$ cat src/design/gbn_pkg.sv
// Shared types and constants for the go-back-N link engine.
// No dependencies; the sequence unit and the top level refer to it by scoped names.
`timescale 1ns / 1ps
`default_nettype none

package gbn_pkg;

   localparam int SEQ_COUNT     = 8;
   localparam int SEQ_W         = $clog2(SEQ_COUNT);
   localparam int CNT_W         = SEQ_W;
   localparam int REL_W         = SEQ_W + 1;
   localparam int PAYLOAD_BYTES = 8;
   localparam int PAYLOAD_W     = 64;

   localparam logic [SEQ_W:0] SEQ_COUNT_EXT = (SEQ_W + 1)'(SEQ_COUNT);
   localparam logic [CNT_W-1:0] WINDOW_MAX  = CNT_W'(SEQ_COUNT - 1);

   typedef logic [SEQ_W-1:0]     seq_type;
   typedef logic [CNT_W-1:0]     cnt_type;
   typedef logic [PAYLOAD_W-1:0] payload_type;

   typedef enum logic [1:0] {
      REQ_SEND     = 2'd0,
      REQ_FRAME    = 2'd1,
      REQ_CSUM_ERR = 2'd2,
      REQ_TIMEOUT  = 2'd3
   } req_kind_type;

   typedef enum logic [1:0] {
      KIND_DATA    = 2'd0,
      KIND_DELIVER = 2'd1,
      KIND_STATUS  = 2'd2
   } out_kind_type;

   typedef enum logic {
      ALU_ADD = 1'b0,
      ALU_SUB = 1'b1
   } alu_op_type;

   typedef struct packed {
      alu_op_type op;
      seq_type    a;
      seq_type    b;
   } alu_req_type;

   // keeps the low PAYLOAD_BYTES bytes
   function automatic payload_type payload_mask();
      payload_type m;
      m = '0;
      for (int i = 0; i < PAYLOAD_W / 8; i++) begin
         if (i < PAYLOAD_BYTES) begin
            m[i*8 +: 8] = 8'hFF;
         end
      end
      return m;
   endfunction

endpackage

`default_nettype wire

$ cat src/design/gbn_ram.sv
// Generic single-write, single-read RAM with registered read data.
// No package dependencies.
`timescale 1ns / 1ps
`default_nettype none

module gbn_ram #(
   parameter int WIDTH = 64,
   parameter int DEPTH = 8
) (
   input  wire logic                     clock,
   input  wire logic                     wr_en,
   input  wire logic [$clog2(DEPTH)-1:0] wr_addr,
   input  wire logic [WIDTH-1:0]         wr_data,
   input  wire logic                     rd_en,
   input  wire logic [$clog2(DEPTH)-1:0] rd_addr,
   output logic      [WIDTH-1:0]         rd_data
);

   logic [WIDTH-1:0] mem_ff [DEPTH];
   logic [WIDTH-1:0] rd_data_ff;

   always_ff @(posedge clock) begin
      if (wr_en) begin
         mem_ff[wr_addr] <= wr_data;
      end
      if (rd_en) begin
         rd_data_ff <= mem_ff[rd_addr];
      end
   end

   assign rd_data = rd_data_ff;

endmodule

`default_nettype wire

$ cat src/design/gbn_seq_alu.sv
// Shared modulo-SEQ_COUNT add/subtract unit for sequence-number arithmetic.
// Depends on gbn_pkg.
`timescale 1ns / 1ps
`default_nettype none

module gbn_seq_alu (
   input  wire gbn_pkg::alu_req_type req,
   output gbn_pkg::seq_type          result
);

   logic [gbn_pkg::SEQ_W:0] sum;
   logic [gbn_pkg::SEQ_W:0] wrapped;

   always_comb begin
      case (req.op)
         gbn_pkg::ALU_ADD: sum = {1'b0, req.a} + {1'b0, req.b};
         gbn_pkg::ALU_SUB: sum = {1'b0, req.a} + gbn_pkg::SEQ_COUNT_EXT - {1'b0, req.b};
         default:          sum = '0;
      endcase
      // operands are below SEQ_COUNT, so one conditional subtract wraps it
      wrapped = (sum >= gbn_pkg::SEQ_COUNT_EXT) ? sum - gbn_pkg::SEQ_COUNT_EXT : sum;
      result  = wrapped[gbn_pkg::SEQ_W-1:0];
   end

endmodule

`default_nettype wire

$ cat src/design/go_back_n_link_engine.sv
// Top level of the go-back-N link engine: sequencer, outbound store, output register.
// Depends on gbn_pkg, gbn_ram and gbn_seq_alu.
`timescale 1ns / 1ps
`default_nettype none

// Go-back-N sliding-window engine, one end of a full-duplex link. Each request beat
// is worked by a small sequencer that shares one modulo sequence adder/subtractor,
// so the request side is ready only between items. A timeout replays the N (0..7)
// buffered frames from the outbound store, one per cycle while the result side is
// ready (N = 0 gives a single status beat). Results leave through an output
// register, so a stalled result side only delays them. rsp_tlast marks the final
// result of each request. The outbound store needs no clearing; only frames stored
// by accepted sends are ever replayed.
module go_back_n_link_engine (
   input  wire logic        clock,
   input  wire logic        reset,
   input  wire logic        req_tvalid,
   output logic             req_tready,
   input  wire logic [71:0] req_tdata,   // payload[63:0], frame_seq[66:64], frame_ack[69:67]
   input  wire logic [1:0]  req_tuser,   // req_type[1:0]
   output logic             rsp_tvalid,
   input  wire logic        rsp_tready,
   output logic [79:0]      rsp_tdata,   // out_seq[2:0], out_ack[5:3], out_payload[69:6],
                                         // outstanding[72:70]
   output logic [2:0]       rsp_tuser,   // out_kind[1:0], send_refused[2]
   output logic             rsp_tlast
);

   typedef enum logic [3:0] {
      S_IDLE,
      S_DISPATCH,
      S_SEND,
      S_ARR_D1,
      S_ARR_D2,
      S_ARR_REL,
      S_ARR_EXP,
      S_TO_START,
      S_TO_EMIT,
      S_EMIT
   } state_type;

   state_type state_ff, state_in;

   gbn_pkg::seq_type      nts_ff, nts_in;
   gbn_pkg::seq_type      oldest_ff, oldest_in;
   gbn_pkg::seq_type      expected_ff, expected_in;
   gbn_pkg::seq_type      ack_ff, ack_in;
   gbn_pkg::cnt_type      count_ff, count_in;

   gbn_pkg::req_kind_type type_ff, type_in;
   gbn_pkg::payload_type  payload_ff, payload_in;
   gbn_pkg::seq_type      fseq_ff, fseq_in;
   gbn_pkg::seq_type      fack_ff, fack_in;

   gbn_pkg::seq_type      d1_ff, d1_in;
   gbn_pkg::seq_type      rel_ff, rel_in;
   logic                  in_win_ff, in_win_in;
   gbn_pkg::seq_type      ptr_ff, ptr_in;
   gbn_pkg::cnt_type      left_ff, left_in;

   gbn_pkg::out_kind_type pend_kind_ff, pend_kind_in;
   gbn_pkg::seq_type      pend_seq_ff, pend_seq_in;
   gbn_pkg::payload_type  pend_data_ff, pend_data_in;
   logic                  pend_refused_ff, pend_refused_in;

   logic                  rsp_valid_ff, rsp_valid_in;
   gbn_pkg::out_kind_type rsp_kind_ff, rsp_kind_in;
   gbn_pkg::seq_type      rsp_seq_ff, rsp_seq_in;
   gbn_pkg::seq_type      rsp_ack_ff, rsp_ack_in;
   gbn_pkg::payload_type  rsp_data_ff, rsp_data_in;
   logic                  rsp_last_ff, rsp_last_in;
   logic                  rsp_refused_ff, rsp_refused_in;
   gbn_pkg::cnt_type      rsp_count_ff, rsp_count_in;

   gbn_pkg::alu_req_type  alu_req;
   gbn_pkg::seq_type      alu_result;

   logic                  ram_wr_en;
   logic                  ram_rd_en;
   gbn_pkg::seq_type      ram_rd_addr;
   gbn_pkg::payload_type  ram_rd_data;

   logic                  out_free;
   logic                  req_fire;
   logic                  fack_valid;
   logic [gbn_pkg::REL_W-1:0] d1_plus;
   logic [gbn_pkg::REL_W-1:0] rel_clamp;

   gbn_seq_alu u_alu (
      .req    (alu_req),
      .result (alu_result)
   );

   gbn_ram #(
      .WIDTH (gbn_pkg::PAYLOAD_W),
      .DEPTH (gbn_pkg::SEQ_COUNT)
   ) u_store (
      .clock   (clock),
      .wr_en   (ram_wr_en),
      .wr_addr (nts_ff),
      .wr_data (payload_ff),
      .rd_en   (ram_rd_en),
      .rd_addr (ram_rd_addr),
      .rd_data (ram_rd_data)
   );

   assign req_tready = (state_ff == S_IDLE);
   assign req_fire   = req_tvalid && req_tready;
   assign out_free   = !rsp_valid_ff || rsp_tready;
   assign fack_valid = ({1'b0, fack_ff} < gbn_pkg::SEQ_COUNT_EXT);
   assign d1_plus    = {1'b0, d1_ff} + gbn_pkg::REL_W'(1);
   assign rel_clamp  = (d1_plus > {1'b0, count_ff}) ? {1'b0, count_ff} : d1_plus;

   // shared sequence unit operand select
   always_comb begin
      alu_req = '{op: gbn_pkg::ALU_ADD, a: '0, b: '0};
      case (state_ff)
         S_SEND:    alu_req = '{op: gbn_pkg::ALU_ADD, a: nts_ff, b: gbn_pkg::SEQ_W'(1)};
         S_ARR_D1:  alu_req = '{op: gbn_pkg::ALU_SUB, a: fack_ff, b: oldest_ff};
         S_ARR_D2:  alu_req = '{op: gbn_pkg::ALU_SUB, a: nts_ff, b: oldest_ff};
         S_ARR_REL: alu_req = '{op: gbn_pkg::ALU_ADD, a: oldest_ff, b: rel_ff};
         S_ARR_EXP: alu_req = '{op: gbn_pkg::ALU_ADD, a: expected_ff, b: gbn_pkg::SEQ_W'(1)};
         S_TO_EMIT: alu_req = '{op: gbn_pkg::ALU_ADD, a: ptr_ff, b: gbn_pkg::SEQ_W'(1)};
         default:   alu_req = '{op: gbn_pkg::ALU_ADD, a: '0, b: '0};
      endcase
   end

   always_comb begin
      state_in        = state_ff;
      nts_in          = nts_ff;
      oldest_in       = oldest_ff;
      expected_in     = expected_ff;
      ack_in          = ack_ff;
      count_in        = count_ff;
      type_in         = type_ff;
      payload_in      = payload_ff;
      fseq_in         = fseq_ff;
      fack_in         = fack_ff;
      d1_in           = d1_ff;
      rel_in          = rel_ff;
      in_win_in       = in_win_ff;
      ptr_in          = ptr_ff;
      left_in         = left_ff;
      pend_kind_in    = pend_kind_ff;
      pend_seq_in     = pend_seq_ff;
      pend_data_in    = pend_data_ff;
      pend_refused_in = pend_refused_ff;
      rsp_kind_in     = rsp_kind_ff;
      rsp_seq_in      = rsp_seq_ff;
      rsp_ack_in      = rsp_ack_ff;
      rsp_data_in     = rsp_data_ff;
      rsp_last_in     = rsp_last_ff;
      rsp_refused_in  = rsp_refused_ff;
      rsp_count_in    = rsp_count_ff;
      rsp_valid_in    = rsp_valid_ff && !rsp_tready;
      ram_wr_en       = 1'b0;
      ram_rd_en       = 1'b0;
      ram_rd_addr     = oldest_ff;

      case (state_ff)
         S_IDLE: begin
            if (req_fire) begin
               type_in    = gbn_pkg::req_kind_type'(req_tuser);
               payload_in = req_tdata[63:0] & gbn_pkg::payload_mask();
               fseq_in    = req_tdata[66:64];
               fack_in    = req_tdata[69:67];
               state_in   = S_DISPATCH;
            end
         end
         S_DISPATCH: begin
            pend_kind_in    = gbn_pkg::KIND_STATUS;
            pend_seq_in     = '0;
            pend_data_in    = '0;
            pend_refused_in = 1'b0;
            case (type_ff)
               gbn_pkg::REQ_SEND: begin
                  if (count_ff >= gbn_pkg::WINDOW_MAX) begin
                     pend_refused_in = 1'b1;
                     state_in        = S_EMIT;
                  end else begin
                     state_in = S_SEND;
                  end
               end
               gbn_pkg::REQ_FRAME:    state_in = S_ARR_D1;
               gbn_pkg::REQ_TIMEOUT:  state_in = S_TO_START;
               gbn_pkg::REQ_CSUM_ERR: state_in = S_EMIT;
               default:               state_in = S_EMIT;
            endcase
         end
         S_SEND: begin
            ram_wr_en    = 1'b1;
            count_in     = count_ff + gbn_pkg::CNT_W'(1);
            nts_in       = alu_result;
            pend_kind_in = gbn_pkg::KIND_DATA;
            pend_seq_in  = nts_ff;
            pend_data_in = payload_ff;
            state_in     = S_EMIT;
         end
         S_ARR_D1: begin
            d1_in    = alu_result;
            state_in = S_ARR_D2;
         end
         S_ARR_D2: begin
            // ack counts only if it lies in [oldest, next_to_send)
            in_win_in = fack_valid && (d1_ff < alu_result);
            rel_in    = rel_clamp[gbn_pkg::SEQ_W-1:0];
            state_in  = S_ARR_REL;
         end
         S_ARR_REL: begin
            if (in_win_ff) begin
               oldest_in = alu_result;
               count_in  = count_ff - gbn_pkg::CNT_W'(rel_ff);
            end
            state_in = S_ARR_EXP;
         end
         S_ARR_EXP: begin
            if (fseq_ff == expected_ff) begin
               expected_in  = alu_result;
               ack_in       = expected_ff;
               pend_kind_in = gbn_pkg::KIND_DELIVER;
               pend_data_in = payload_ff;
            end
            state_in = S_EMIT;
         end
         S_TO_START: begin
            if (count_ff == '0) begin
               state_in = S_EMIT;
            end else begin
               ram_rd_en   = 1'b1;
               ram_rd_addr = oldest_ff;
               ptr_in      = oldest_ff;
               left_in     = count_ff;
               state_in    = S_TO_EMIT;
            end
         end
         S_TO_EMIT: begin
            if (out_free) begin
               rsp_valid_in   = 1'b1;
               rsp_kind_in    = gbn_pkg::KIND_DATA;
               rsp_seq_in     = ptr_ff;
               rsp_ack_in     = ack_ff;
               rsp_data_in    = ram_rd_data;
               rsp_last_in    = (left_ff == gbn_pkg::CNT_W'(1));
               rsp_refused_in = 1'b0;
               rsp_count_in   = count_ff;
               ptr_in         = alu_result;
               left_in        = left_ff - gbn_pkg::CNT_W'(1);
               if (left_ff == gbn_pkg::CNT_W'(1)) begin
                  state_in = S_IDLE;
               end else begin
                  // fetch the next frame so it is ready on the following cycle
                  ram_rd_en   = 1'b1;
                  ram_rd_addr = alu_result;
               end
            end
         end
         S_EMIT: begin
            if (out_free) begin
               rsp_valid_in   = 1'b1;
               rsp_kind_in    = pend_kind_ff;
               rsp_seq_in     = pend_seq_ff;
               rsp_ack_in     = ack_ff;
               rsp_data_in    = pend_data_ff;
               rsp_last_in    = 1'b1;
               rsp_refused_in = pend_refused_ff;
               rsp_count_in   = count_ff;
               state_in       = S_IDLE;
            end
         end
         default: state_in = S_IDLE;
      endcase
   end

   always_ff @(posedge clock) begin
      if (reset) begin
         state_ff     <= S_IDLE;
         nts_ff       <= '0;
         oldest_ff    <= '0;
         expected_ff  <= '0;
         ack_ff       <= gbn_pkg::SEQ_W'(gbn_pkg::SEQ_COUNT - 1);
         count_ff     <= '0;
         rsp_valid_ff <= 1'b0;
      end else begin
         state_ff     <= state_in;
         nts_ff       <= nts_in;
         oldest_ff    <= oldest_in;
         expected_ff  <= expected_in;
         ack_ff       <= ack_in;
         count_ff     <= count_in;
         rsp_valid_ff <= rsp_valid_in;
      end
      type_ff         <= type_in;
      payload_ff      <= payload_in;
      fseq_ff         <= fseq_in;
      fack_ff         <= fack_in;
      d1_ff           <= d1_in;
      rel_ff          <= rel_in;
      in_win_ff       <= in_win_in;
      ptr_ff          <= ptr_in;
      left_ff         <= left_in;
      pend_kind_ff    <= pend_kind_in;
      pend_seq_ff     <= pend_seq_in;
      pend_data_ff    <= pend_data_in;
      pend_refused_ff <= pend_refused_in;
      rsp_kind_ff     <= rsp_kind_in;
      rsp_seq_ff      <= rsp_seq_in;
      rsp_ack_ff      <= rsp_ack_in;
      rsp_data_ff     <= rsp_data_in;
      rsp_last_ff     <= rsp_last_in;
      rsp_refused_ff  <= rsp_refused_in;
      rsp_count_ff    <= rsp_count_in;
   end

   assign rsp_tvalid = rsp_valid_ff;
   assign rsp_tlast  = rsp_last_ff;
   assign rsp_tuser  = {rsp_refused_ff, rsp_kind_ff};
   assign rsp_tdata  = {7'd0, rsp_count_ff, rsp_data_ff, rsp_ack_ff, rsp_seq_ff};

endmodule

`default_nettype wire

$ cat config.mk
export PLATFORM = sky130hd
export DESIGN_NAME = go_back_n_link_engine
export DESIGN_NICKNAME = d
export VERILOG_FILES = /design/src/design/gbn_pkg.sv /design/src/design/gbn_ram.sv /design/src/design/gbn_seq_alu.sv /design/src/design/go_back_n_link_engine.sv
export SDC_FILE = /design/constraint.sdc
export NUM_CORES = 1
export LEC_CHECK = 0
export BUFFER_PORTS_ARGS = -buffer_cell sky130_fd_sc_hd__buf_4
export CORE_AREA = 2 2 233 235
export CTS_CLUSTER_SIZE = 20
export DETAILED_ROUTE_END_ITERATION = 7
export DIE_AREA = 0 0 235 237
export MAX_ROUTING_LAYER = met4
export PLACE_DENSITY = 0.84
export SETUP_SLACK_MARGIN = 0.1
export SYNTH_ARGS = -nofsm -noshare
export SYNTH_HDL_FRONTEND = slang
export SYNTH_SLANG_ARGS = --single-unit
$ cat constraint.sdc
create_clock -name clock -period 9.95 [get_ports clock]
set_input_delay 0 -clock clock [delete_from_list [all_inputs] [get_ports clock]]
set_output_delay 0 -clock clock [all_outputs]
set_load 0.01 [all_outputs]
==> metrics.txt <==
antenna cells=0; worst slew pin tran=1170 ps; status=finished clean; Clock transition at path regs=70 ps; f_max=166.2 MHz; routed via count=18650; power per cell area=219.5 mW/mm2; Total Power=8.192 mW; period utilisation layout=0.6048; worst hold path type=input pin to flip-flop; clock sinks=828; H-tree depth=3; post-DR wirelength/cell=24.33 um; WS Path Type=flip-flop to flip-flop; routability cong.=0.8430; Synth-to-Final Area Change=16.51%; endpoint class of the critical path=flip-flop; Hold Path Depth=2; maximum fanout along the worst path=84; Startpoint Class=flip-flop; drc violations=0; Final Max Tran Viols=0; Fin. Hold Viols=0; DPL Wire Length=35.29 mm; Starting Density=0.6012; Arr. time, crit path=6400 ps; Max Root-Sink Buffers=3; RSZ-0062 raised after global routing=false; Reg2Reg Setup Slack=3930 ps; DIE WIDTH=235 um; CTS root buf=clkbuf_16; Synth Flop Type=edfxtp_1; Post-DRT Antenna Nets=0; initial antenna violation count=0; Yosys warning count=0; Routed WL=73.34 mm; post-synthesis cell type count=52; Mapped Cells=2026; vias per cell=6.187; clk_lat worst skew=640 ps; synth top area cells=edfxtp_1 76%, mux2i_1 4.0%, nand2_1 3.3%; Ports=164; number of enable flip-flop cells after synthesis=808; sequential area share after synthesis=0.7700; post-layout minimum cycle time=6018 ps; Syn Area/Cell=15.81 um2; die height=237 um; largest net degree at the start of global routing=122; Max Clock Skew=37.52 ps; synth cell count leaders=808 x edfxtp_1, 285 x nand2_1, 138 x nor3_1, 129 x mux2i_1, 70 x nand3_1; Async S/R FF share, synth=0; top-area cell type share of the netlist area=0.7575; synthesis-stage register bit count=828; global route overflow=0; Hold Path End=payload_ff[54]$_DFFE_PP_; Synth area leader=edfxtp_1; # rows=85; Final Setup Violations=0; WP data required=10330 ps; reg2reg start=state_ff[1]$_SDFFE_PP0P_; FF-to-FF End=u_store.rd_data[30]$_DFFE_PP_; Nets=2339; worst r2r path cells=16; GR Util All Layers=0.2706; first-pass GRT wire length=110.5 mm; leakage power=13.90 nW; CTS tree=built; IO Port Bufs=154; sum of negative setup slack=0 ps; Setup WS pre-CTS=4030 ps; Detailed Route Iter0 Violations=2040; HP Start=req_tdata[54]; first-pass detailed-route iteration total=5; setup ws final=3932 ps; die area=0.05570 mm2; area of the mapped netlist=0.03203 mm2; fraction of layout cells with a size suffix above 1=0.1721; maxcap violations=0; Core ar.=0.05328 mm2; worst vdd ir=0.1605 mV; count leader, synth=edfxtp_1; vias in the first global route=18870; relative slew slack=0.2199; total CTS buffers=83
-- cell type report --
class / count / area [um2]
clock buffer: 108 / 2171
sequential: 828 / 24670
timing repair buffer: 262 / 2170
fill: 3221 / 15960
tap: 696 / 870.8
clock inverter: 48 / 531.8
inverter: 19 / 71.32
multi-input combinational: 1053 / 6839
-- stage by stage --
stage                     hold slack (ps)  area (um2)    util  cells
after floorplan                     98.87       32050       -   2032
after global placement              178.5       33860  0.6354   2782
after detailed placement            179.3       33860  0.6354   2782
after CTS                           42.70       37320  0.7004   3014
after global routing                66.16       37320  0.7004   3014
final                               79.26       37320  0.7004   3014
-- per-layer routing --
metal | GRT usage | wire length (um) | up-vias
li1 | - | - | 8154
met1 | 0.3438 | 28380 | 9284
met2 | 0.4447 | 36730 | 1016
met3 | 0.04197 | 5818 | 193
met4 | 0.1028 | 2404 | 0
met5 | - | 0 | -
-- cells in the final DEF, fill, tap and decap left out, types with 7 or more instances in the layout --
cell type      instances
a211o_1               67
a21oi_1               24
a31oi_1               68
and3_1                66
buf_4                185
bufinv_16              9
clkbuf_1              25
clkbuf_16             83
clkinv_1              18
clkinv_2              10
conb_1                 7
dfxtp_1               19
dlygate4sd3_1         76
edfxtp_1             808
ha_1                  11
inv_1                 18
mux2_2                69
mux2i_1              129
nand2_1              284
nand2b_1               9
nand3_1               70
nor2_1                30
nor3_1               134
o21ai_0               11
-- worst max path at each step --
stage | from | cells after the start | end | slack, ps
after global placement | state_ff[1]$_SDFFE_PP0P_ | 16 | u_store.rd_data[21]$_DFFE_PP_ | 4160
after global routing | state_ff[1]$_SDFFE_PP0P_ | 16 | u_store.rd_data[30]$_DFFE_PP_ | 3650
after floorplan | state_ff[3]$_SDFFE_PP0P_ | 4 | u_store.mem_ff[0][0]$_DFFE_PP_ | 2360
after detailed placement | state_ff[1]$_SDFFE_PP0P_ | 16 | u_store.rd_data[30]$_DFFE_PP_ | 4030
final | state_ff[1]$_SDFFE_PP0P_ | 16 | u_store.rd_data[30]$_DFFE_PP_ | 3930
after CTS | state_ff[1]$_SDFFE_PP0P_ | 16 | u_store.rd_data[30]$_DFFE_PP_ | 3980
-- cells by family after synthesis --
kind of cell,count (synthesis),synth area share
adders and majority gates,14,0.006172
buffers and inverters,151,0.02148
muxes,198,0.06457
xor gates and xnor gates,8,0.002695
AOI/OAI and AO/OA,193,0.04320
DFF,828,0.7700
and+or+nand+nor,633,0.09179
other,1,0.0001171
-- power by group --
group	leakage [nW]	switching (mW)	total (mW)	internal, mW
clock network	1.31	1.30	3.09	1.79
logic	5.08	0.485	0.734	0.249
registers	7.52	0.177	4.36	4.19
-- sequential cells by signal (all words and copies together) (netlist names), 4 cells and up --
name / cells
payload_ff: 64
pend_data_ff: 64
rsp_data_ff: 64
state_ff: 4
u_store.mem_ff: 512
u_store.rd_data: 64
-- worst max-delay path, cell delays in order, from the launching register on --
cell,delay [ps]
dfxtp_4,1120
nand2b_1,370
a21oi_1,130
a22oi_1,220
o2111a_1,220
inv_1,50
ha_1,210
fa_1,420
inv_1,70
mux2i_1,90
xor3_2,570
inv_2,90
o21ai_4,140
buf_4,500
buf_4,920
nand3_1,240
a211o_1,350
-- what timing repair did --
action | 4_1_cts | 5_1_grt
hold buffers | 76 | 0
setup endpoints to repair | 0 | 0
endpoints found under the hold margin | 112 | 0
gates resized for setup | 0 | 0
buffers inserted | 0 | 0
No activity file was read; power rests on OpenSTA's default activity.
